$ cat src/hw/rtl/srtpkd_pkg.sv
`timescale 1ns / 1ps
// ----------------------------------------------------------------------------
// SRTP IV and key derivation package
// Widths, register indexes and the pipeline stage type shared by the block.
// ----------------------------------------------------------------------------
package srtpkd_pkg;

   localparam int HALF_BITS         = 64;
   localparam int INDEX_BITS        = 48;
   localparam int SALT_BITS         = 112;
   localparam int SALT_HIGH_BITS    = SALT_BITS - HALF_BITS;
   localparam int RATE_BITS         = 32;
   localparam int INDEX_LENGTH_BITS = 49;
   localparam int LABEL_BITS        = 8;
   localparam int SSRC_BITS         = 32;
   localparam int PROD_BITS         = LABEL_BITS + INDEX_LENGTH_BITS;
   localparam int WIDE_BITS         = 2 * HALF_BITS;
   localparam int IV_SALT_SHIFT     = WIDE_BITS - SALT_BITS;
   localparam int IV_INDEX_SHIFT    = 16;
   localparam int IV_SSRC_SHIFT     = HALF_BITS;
   localparam int CSR_ADDR_BITS     = 6;
   localparam int CSR_DATA_BITS     = 64;
   localparam int CSR_SEL_LSB       = 3;

   localparam logic [INDEX_LENGTH_BITS-1:0] INDEX_LENGTH_RESET =
      {1'b1, {(INDEX_LENGTH_BITS-1){1'b0}}};

   typedef enum logic [CSR_ADDR_BITS-CSR_SEL_LSB-1:0] {
      REG_SESSION_SALT_HIGH = 3'd0,
      REG_SESSION_SALT_LOW  = 3'd1,
      REG_MASTER_SALT_HIGH  = 3'd2,
      REG_MASTER_SALT_LOW   = 3'd3,
      REG_KD_RATE           = 3'd4,
      REG_INDEX_LENGTH      = 3'd5
   } csr_index_type;

   typedef enum logic {
      ACTION_IV = 1'b0,
      ACTION_KD = 1'b1
   } action_type;

   typedef struct packed {
      logic                  action;
      logic [HALF_BITS-1:0]  side_high;
      logic [HALF_BITS-1:0]  side_low;
      logic [RATE_BITS-1:0]  rem;
      logic [INDEX_BITS-1:0] dq;
   } stage_type;

endpackage

$ cat src/hw/rtl/srtpkd_div_cell.sv
`timescale 1ns / 1ps
// ----------------------------------------------------------------------------
// Divider cell
// One restoring division step: takes the next dividend bit, yields one
// quotient bit and registers the item for the next cell.
// ----------------------------------------------------------------------------
module srtpkd_div_cell (
   input  logic                                clock,
   input  logic                                reset,
   input  logic                                advance,
   input  logic [srtpkd_pkg::RATE_BITS-1:0]    divisor,
   input  logic                                in_valid,
   input  srtpkd_pkg::stage_type               in_stage,
   output logic                                out_valid,
   output srtpkd_pkg::stage_type               out_stage
);
   import srtpkd_pkg::*;

   logic                 valid_ff;
   stage_type            stage_ff;
   stage_type            stage_in;
   logic [RATE_BITS:0]   partial;
   logic [RATE_BITS:0]   diff;
   logic                 take;

   always_comb begin
      partial = {in_stage.rem, in_stage.dq[INDEX_BITS-1]};
      diff    = partial - {1'b0, divisor};
      take    = (partial >= {1'b0, divisor});
      stage_in = in_stage;
      stage_in.rem = take ? diff[RATE_BITS-1:0] : partial[RATE_BITS-1:0];
      stage_in.dq  = {in_stage.dq[INDEX_BITS-2:0], take};
   end

   always_ff @(posedge clock) begin
      if (reset) begin
         valid_ff <= 1'b0;
      end else if (advance) begin
         valid_ff <= in_valid;
      end
   end

   always_ff @(posedge clock) begin
      if (advance) begin
         stage_ff <= stage_in;
      end
   end

   assign out_valid = valid_ff;
   assign out_stage = stage_ff;

endmodule

$ cat config.mk
export PLATFORM = sky130hd
export DESIGN_NAME = srtpkd_div_cell
export DESIGN_NICKNAME = d
export VERILOG_FILES = /design/src/hw/rtl/srtpkd_pkg.sv /design/src/hw/rtl/srtpkd_div_cell.sv
export SDC_FILE = /design/constraint.sdc
export NUM_CORES = 1
export LEC_CHECK = 0
export ABC_AREA = 1
export BUFFER_PORTS_ARGS = -buffer_cell sky130_fd_sc_hd__buf_2
export CORE_AREA = 2 2 178 180
export CTS_CLUSTER_DIAMETER = 200
export CTS_CLUSTER_SIZE = 20
export DETAILED_ROUTE_END_ITERATION = 7
export DIE_AREA = 0 0 180 182
export GPL_TIMING_DRIVEN = 1
export PLACE_DENSITY = 0.57
export SLEW_MARGIN = 25
export SYNTH_ARGS = -nofsm -noshare
export SYNTH_HDL_FRONTEND = slang
export SYNTH_SLANG_ARGS = --single-unit
$ cat constraint.sdc
create_clock -name clock -period 1.7 [get_ports clock]
set_input_delay 0.085 -clock clock [delete_from_list [all_inputs] [get_ports clock]]
set_output_delay 0.085 -clock clock [all_outputs]
set_load 0.05 [all_outputs]
Yosys cells after proc, flatten, opt, wreduce, memory -nomap -nowiden
Cells that the tools add are included.
{ "word_totals": {"output_inout_bits": 210, "in_bits": 245, "word_cells": 9, "reg_bits": 210, "romBits": 0, "n_memories": 0, "latchBits": 0, "mem_bits_rw": 0} }
{ "op_classes": {"addsub": 1, "div_mod_pow": 0, "bitwise_logic": 0, "n_reduce_logical": 0, "n_mul": 0, "magnitude_cmp": 1, "n_shift": 0, "eq_ne": 0, "muxes": 1} }
{ "op_table": {"columns": ["cell", "n"], "rows": [
  ["greater-or-equal comparator 33 x 32 -> 1 bit", 1],
  ["two-way mux 32 bit", 1],
  ["subtractor 32 bit", 1]
]} }

Depth between registers and ports, before layout
{ "logic_depth": {"word_depth": 2, "mapped_depth": 16, "mapped_depth_nobuf": 14} }

Worst setup path before layout
OpenSTA, ideal clock, no wires.
{ "synth_path": {"path_type": "input -> register", "startpoint": "in in_stage[47] (netlist bit)", "endpoint": "reg stage_ff (netlist bit out_stage[64]), data pin", "t_arrival_ps": 1430, "cell_stages": 13, "path_slack_ps": 17, "setup_time_ps": 252, "path_cell_list": "inv_1 -> ha_1 -> fa_1 -> inv_1 -> nand3_1 -> nand3_1 -> nand2_1 -> nand3_1 -> nand3_1 -> nand2_1 -> nand2_1 -> nand3_2 -> nand2_1"} }
{ "synth_lines": {"columns": ["element", "line", "rtl"], "rows": [
  ["start, declared", "srtpkd_div_cell.sv:13", "input srtpkd_pkg::stage_type in_stage,"],
  ["end signal, assigned", "srtpkd_div_cell.sv:45", "stage_ff <= stage_in;"],
  ["end, declared", "srtpkd_div_cell.sv:20", "stage_type stage_ff;"]
]} }

==> reports/results.ini <==
[detailed_routing]
via_count = 8869
antenna_left = 0
wl_um = 35900
avgViaCountPerCell = 4.35
wl_per_cell_um = 17.6
drcViolationCount = 0
first_pass_iters = 5
drt_iter0_markers = 475

[worst_setup_path]
critPathKind = in2reg
cp_data_required_time_ns = 1.93
cp_data_arrival_time_ns = 1.78
cp-startpoint = divisor[20]
cp_max_fo = 11
crit_chain = buf_2 -> inv_1 -> ha_1 -> nand2_1 -> nor2_4 -> nand2_1 -> nor2_2 -> nand2_1 -> nand2_1 -> nor2_4 -> buf_12 -> buf_4 -> nand3_1 -> nand2_1
regToRegStartpoint = out_valid
cp-end-kind = register
critPathLaunchType = primary input
critPathMostFrequentCell = nand2_1
cpPeakStageDelay_ns = 0.35
slowest_stage = ha_1

[placement]
post_dp_cell_area_sq_um = 13000
place.gp.congestion = 0.901
place_ws_ns = -0.390
port_buffers = 454
post-dp-hpwl_um = 26500
dp.cells = 1805

[timing]
relSlewSlack = 0.738
worstMarginPinSlew_ns = 0.393
setup_slack_ns = 0.155
final_hold_viol_count = 0
clock_skew_ns = 0
setup_tns_ns = 0
fin_crit_ns = 1.54
setup_viol = 0
drv_slew = 0
rsz0062_at_grt = no
finalCritPeriodShare = 0.909
fmax_mhz = 647
hold_slack_ns = 0.0238

[clock_network]
cts.clk_slew.worst_paths_ns = 0.09
htreeDepth = 1
cts_made_buffers = 14
clk_path_buf_depth = 3
clockRootBuffer = clkbuf_16
clkLatencyLatePin_ns = 0.47
numClockSinks = 210
cts_tree = done

[synthesis]
synth.area.top_cells = edfxtp_1, nand2_1, inv_1, ha_1, nand3_1
syn_nets = 1137
synthDistinctLibCells = 28
synth_area_sq_um = 9470
synth.largest_area_cell = edfxtp_1
ys_ff_latch = 210
yosys_warnings = 0
seq_area_frac_synth = 0.665
synth_cells = 859
syn_area_per_cell_sq_um = 11.0
yosysTopAreaCellShare = 0.663

[floorplan]
die_h_um = 182
initial_core_util = 0.306
chipWidth_um = 180
die-area_sq_um = 32800
core_sq_um = 31000
fp-row-count = 65
io_pins = 455

[power_and_ir_drop]
p_leak_nw = 7.58
power_mw = 14.2
power_density_nw_per_um2 = 912
ir_drop_uv = 624

[final_layout]
layout.nets = 1907
final_util = 0.502
area_growth_pct = 64.2
drive_gt1_frac = 0.371
final_cell_area_sq_um = 15600
nFillCells = 2810
final_common_cell = buf_2
layout.cells.non_filler = 2037
mostFrequentLayoutCells = buf_2, nand2_1, edfxtp_1

[worst_hold_path]
hold_path_startpoint = in_stage[78]
holdCritPathClass = in2reg

[run_status]
outcome = completed

[global_routing]
grt_pass1_vias = 8922
grt_usage = 0.208
grt_max_degree = 45
grt_antenna_before_repair = 3
grt.overflow.total = 0
grt_pass1_wl_um = 52400

[flow_run]
maxCapViolCount = 0

==> worst max-delay path: cells and delay by family <==
family,cells,cell delay [ns]
AND/OR/NAND/NOR,9,0.89
adder cells (fa/ha/maj),1,0.35
buffers and inverters,4,0.45
==> cell families (layout without fill, tap and decap cells) <==
group,after synthesis,after routing,share of synthesized area
multiplexers,1,1,0.00106
other,0,1,0
flip-flops,210,210,0.665
buffers and inverters,160,933,0.0686
AO/OA/AOI/OAI,25,25,0.0137
XOR/XNOR,14,14,0.0129
adder cells (fa/ha/maj),33,33,0.0444
AND/OR/NAND/NOR,416,418,0.194
==> per-layer routing <==
metal  routed length, um  up-vias  global-route usage
met1               14300     4126               0.245
li1                    -     4339                   -
met3                2040       75              0.0401
met2               18100      323               0.380
met4                1370        6              0.0683
met5                  37        -                   0
==> flip-flops by register name, summed over array words and instances (netlist names) <==
signal and flops:
out_stage 209, out_valid 1
==> area by class of cell <==
type                    count  area (sq um)  share of cell area
well taps                 402           503              0.0323
inverters                 150           563              0.0362
clock buffers              20           394              0.0253
diodes                      1          2.50            0.000161
clock inverters             1          11.3            0.000724
repair buffers            762          5180               0.333
multi-input cells         491          2610               0.168
flip-flops and latches    210          6300               0.405
==> cell usage after synthesis <==
cell      instances
buf_12            2
nand2_4           1
a21oi_1          21
dfxtp_1           1
ha_1             32
buf_2             7
nor3_1            6
nand4_1           3
and2_1            8
nand2_8           1
nand2_1         274
nor2_1           35
inv_1           150
o21ai_0           2
nor2_2            3
xor2_1           13
nand2_2           3
nor3_2            3
nand3_1          56
fa_1              1
nand3b_1         11
a21o_1            2
buf_6             1
nor2_4            1
nand3_2          11
mux2i_1           1
xnor2_1           1
edfxtp_1        209
==> repair_timing <==
action / in CTS / in global routing
resized for setup: 0 / 14
hold buffers: 207 / 0
setup endpoints to repair: 0 / 32
buffers inserted: 0 / 1
hold endpoints to repair: 206 / 0
==> where the power goes <==
group	internal [mW]	switching (mW)
Combinational	1.44	2.99
Sequential	6.23	0.126
Clock	1.64	1.75
Total	9.31	4.87
==> final timing paths <==
| kind | end | slack [ns] | depth (start not counted) |
|---|---|---|---|
| worst max-delay path | out_stage[73] | 0.16 | 14 |
| worst min-delay path | out_stage[79] | 0.02 | 4 |
| worst max register to register | out_valid | 0.54 | 3 |
| worst min register to register | out_valid | 1.07 | 3 |
No activity file was read; power rests on OpenSTA's default activity.
